==> src/hw/rtl/tun_pkg.sv <==
// Shared constants, width helpers and the side-band struct of the triangle normal unit.
// No dependencies; every other file imports this package.
package tun_pkg;

    localparam int COORD_WIDTH_DEF      = 32;
    localparam int NORMAL_FRAC_BITS_DEF = 15;
    localparam int NUM_COMP             = 3;

    // Side-band carried next to the bit-search state of one triangle.
    typedef struct packed {
        logic [NUM_COMP-1:0] neg;
        logic                degen;
    } t_side;

    // Magnitude of one cross-product component.
    function automatic int mag_width(input int w);
        return 2 * w + 2;
    endfunction

    // Sum of the three squared components.
    function automatic int sum_width(input int w);
        return 2 * mag_width(w) + 2;
    endfunction

    // Signed residual and running product of the bit search.
    function automatic int res_width(input int w, input int f);
        return 2 * mag_width(w) + 2 * f + 8;
    endfunction

endpackage

==> src/hw/rtl/tun_fmt.sv <==
// Output register: saturates the magnitude, applies the sign and the degenerate
// case, and holds the result until it is taken. Depends on tun_pkg.
module tun_fmt import tun_pkg::*; #(
    parameter int NORMAL_FRAC_BITS = NORMAL_FRAC_BITS_DEF
) (
    input  logic                             i_clk,
    input  logic                             i_rst_n,
    input  logic                             i_valid,
    output logic                             o_ready,
    input  logic [NORMAL_FRAC_BITS:0]        i_k [NUM_COMP],
    input  t_side                            i_side,
    output logic                             o_valid,
    input  logic                             i_ready,
    output logic signed [NORMAL_FRAC_BITS:0] o_nrm [NUM_COMP],
    output logic                             o_degen
);
    localparam int F = NORMAL_FRAC_BITS;

    logic              r_v;
    logic signed [F:0] r_nrm [NUM_COMP];
    logic              r_dg;
    logic signed [F:0] n_nrm [NUM_COMP];
    logic [F:0]        mag;

    always_comb begin
        mag = '0;
        for (int c = 0; c < NUM_COMP; c++) begin
            // A full-length component (1.0) does not fit and clips to the largest code.
            mag = i_k[c][F] ? {1'b0, {F{1'b1}}} : i_k[c];
            if (i_side.degen) begin
                n_nrm[c] = '0;
            end else if (i_side.neg[c]) begin
                n_nrm[c] = -signed'(mag);
            end else begin
                n_nrm[c] = signed'(mag);
            end
        end
    end

    assign o_ready = !r_v || i_ready;
    assign o_valid = r_v;

    always_ff @(posedge i_clk) begin
        if (!i_rst_n) begin
            r_v <= 1'b0;
        end else if (o_ready) begin
            r_v <= i_valid;
        end
    end

    always_ff @(posedge i_clk) begin
        if (o_ready && i_valid) begin
            r_nrm <= n_nrm;
            r_dg  <= i_side.degen;
        end
    end

    assign o_nrm   = r_nrm;
    assign o_degen = r_dg;

endmodule

==> config.mk <==
export PLATFORM = sky130hd
export DESIGN_NAME = tun_fmt
export DESIGN_NICKNAME = d
export VERILOG_FILES = /design/src/hw/rtl/tun_pkg.sv /design/src/hw/rtl/tun_fmt.sv
export SDC_FILE = /design/constraint.sdc
export NUM_CORES = 1
export LEC_CHECK = 0
export BUFFER_PORTS_ARGS = -buffer_cell sky130_fd_sc_hd__buf_2
export CORE_ASPECT_RATIO = 1.2
export CORE_MARGIN = 4
export CORE_UTILIZATION = 43
export DETAILED_ROUTE_END_ITERATION = 10
export GPL_ROUTABILITY_DRIVEN = 0
export GPL_TIMING_DRIVEN = 0
export PLACE_DENSITY = 0.68
export SYNTH_ARGS = -nofsm -noshare
export SYNTH_HDL_FRONTEND = slang
export SYNTH_SLANG_ARGS = --single-unit
==> constraint.sdc <==
create_clock -name i_clk -period 6.4 [get_ports i_clk]
set_clock_uncertainty 0.15 [all_clocks]
set_input_delay 0.64 -clock i_clk [delete_from_list [all_inputs] [get_ports i_clk]]
set_output_delay 0.64 -clock i_clk [all_outputs]
set_load 0.005 [all_outputs]
==> qor.txt <==
Largest net degree at the start of global routing - 42
Syn. warnings - 0
Gr usage total - 19.7%
Data arrival time of the worst path - 3.05 ns
Area grow syn2layout - 22.9%
Worst skew pair latency - 0.30 ns
Worst-path cell chain - buf_2 -> clkbuf_1 -> clkbuf_1 -> nor2_1 -> ha_1 -> nor3b_1 -> nand2_1 -> o41ai_1 -> mux2_2
Required @ worst endpoint - 6.30 ns
Yosys reg bits - 50
Starting Density - 44.5%
RSZ-0062 raised after global routing - no
Most frequent CP cell - clkbuf_1
Post-synthesis sequential area ratio - 46.1%
Run status - finished, final reports clean
Routed vias/inst - 5.76
Relative slew slack - 57.6%
CTS H-tree depth - 2
Number of global-route vias before repair - 2,950
Comb pwr share - 21.1%
P_sw - 0.000199 W
Max-slew violations - 0
Power density cells - 183 mW/mm²
Synth cell types - 50
Startpoint types - input port
Fin util - 54.7%
IO Pins - 107
Layout fillers - 693
Setup_tns - 0 ns
Element type at the critical path end - register
Setup Buffers After CTS - 0
PortBufs - 105
Syn_nets - 393
WS Path Type - input port to register
Initial antenna violation count - 0
Initial DRT Pass Iterations - 4
Syn Std Cell Area - 0.00324 mm²
DRT iter0 DRCs - 153
Crit path time final - 3.15 ns
Root Buffer - clkbuf_8
Post-synth EDFFs - 49
Most frequent cells in the layout - 106 x buf_2, 63 x nor2_1, 49 x edfxtp_1, 25 x nor3_1, 20 x clkbuf_1
Int Pwr - 0.000527 W
Commonest non-fill, non-tap cell in the layout - buf_2
Remaining DRCs - 0
Placed cells - 530
Final Total Pwr - 0.000727 W
Routed wire per std cell - 16.1 µm
Worst path slowest cell - o41ai_1
Power share of the sequential group - 54.1%
Row Count - 34
Pre-CTS worst setup slack - 2.98 ns
Clk buf depth - 2
Antenna-violating nets left - 0
Hold Buf Count CTS - 0
Largest fanout on the critical path - 10
Final hold vios - 0
Die width - 87.2 µm
Type of the worst min-delay path - register to register
Die area - 0.00899 mm²
Final wirelength - 8660 µm
Die Height - 103 µm
Nets - 506
CTS clk-pin slew, worst paths - 0.09 ns
Setup ws final - 3.25 ns
Global-route wire length before repair - 14,100 µm
Max-Cap Viols - 0
Switching share of power - 27.4%
Congestion Overflow GR - 0
Max incr delay on CP - 0.46 ns
Share of cells above drive strength 1 - 28.6%
CTS resizes - 0
Period utilization - 49.2%
Mean Syn Cell Area - 9.69 µm²
Core ar. - 0.00727 mm²
Maximum vdd ir drop - 0.0887 mV
Leak - 1.52 nW
CTS buffer count - 5
Clock Power Share - 24.8%
Post-synthesis async set-or-reset flop share - 0%
CTS Sinks - 50
Main synth FF type - edfxtp_1
Detailed placement HPWL - 6450 µm
Final setup vio count - 0
Worst slew pin tran - 0.630 ns
CTS tree - yes
Syn Inst Count - 334
Final std cells w/o fill - 538
F_max - 318 MHz
Vias post-DR - 3,098
ANT cells - 0
[Yosys cell counts (all sizes together), types with 4 or more instances]
| master | n | area share, % |
|---|---|---|
| clkbuf | 19 | 2.2 |
| nor2b | 8 | 1.5 |
| o21ai | 11 | 1.7 |
| a21oi | 7 | 1.1 |
| a31oi | 8 | 1.5 |
| nor3b | 4 | 0.93 |
| nor3 | 25 | 3.9 |
| mux2i | 13 | 4.0 |
| or4 | 9 | 2.3 |
| inv | 4 | 0.46 |
| buf | 4 | 0.73 |
| nand2b | 9 | 1.7 |
| edfxtp | 49 | 45 |
| a211oi | 7 | 1.6 |
| nand2 | 6 | 0.70 |
| nor4 | 11 | 2.3 |
| xnor2 | 7 | 1.9 |
| nor2 | 63 | 7.3 |
| or3 | 10 | 1.9 |
| o22a | 4 | 1.1 |
| o31ai | 7 | 1.6 |
| nand4 | 4 | 0.77 |
| or3b | 4 | 1.1 |
[state kept, by name (all words and copies together), names as in the netlist]
signal and flops:
o_degen 1, o_nrm 48, o_valid 1
[critical path, delay by kind of cell]
| family | cells | cell delay (ns) |
|---|---|---|
| buf+inv | 3 | 0.67 |
| fa+ha+maj | 1 | 0.23 |
| simple gates | 3 | 0.65 |
| mux | 1 | 0.39 |
| compound gates | 1 | 0.46 |
[area by class of cell]
class | count | area (µm²) | share of cell area [%]
repair buffers | 106 | 546 | 13.7
inverters | 4 | 15.0 | 0.377
clock buffers | 6 | 72.6 | 1.82
well taps | 90 | 113 | 2.83
plain buffers | 23 | 95.1 | 2.39
clock inverters | 2 | 8.76 | 0.220
flip-flops and latches | 50 | 1490 | 37.5
multi-input cells | 257 | 1640 | 41.1
[per-layer routing]
| metal | part of all wire, % | up-vias | global-route usage, % |
|---|---|---|---|
| li1 | - | 1497 | - |
| met1 | 39 | 1458 | 24.0 |
| met2 | 52 | 131 | 35.0 |
| met3 | 7.1 | 12 | 4.00 |
| met4 | 1.3 | 0 | 6.38 |
| met5 | 0 | - | 0 |
[final timing paths]
check | endpoint | start | cells after the start | slack (ns)
hold reg to reg | o_valid | o_valid | 2 | 0.39
setup reg to reg | o_nrm[16] | o_valid | 3 | 4.92
setup / recovery | o_nrm[28] | i_k[31] | 9 | 3.25
hold / removal | o_valid | o_valid | 2 | 0.39
[metrics by stage]
stage	instance area, µm²	hold slack, ns
2_1_floorplan	3240	0.387
3_3_place_gp	3870	0.348
3_5_place_dp	3900	0.390
4_1_cts	3980	0.403
5_1_grt	3980	0.427
6_report	3980	0.393
[power groups by stage]
stage / logic, W / clock network [W] / registers [W]
after floorplan: 0.0000744 / 0 / 0.000405
after global placement: 0.000149 / 0 / 0.000402
after detailed placement: 0.000154 / 0 / 0.000401
after CTS: 0.000154 / 0.000185 / 0.000394
after global routing: 0.000172 / 0.000198 / 0.000396
final: 0.000154 / 0.000180 / 0.000393
[cells by family after synthesis]
kind of cell    count (synthesis)  synth area share [%]
buf+inv                        27                  3.40
fa+ha+maj                       3                  1.16
simple gates                  161                  26.2
compound gates                 67                  15.4
xor+xnor                       10                  2.71
flops                          50                  46.1
mux                            16                  5.06
(Power assumes the default switching activity.)
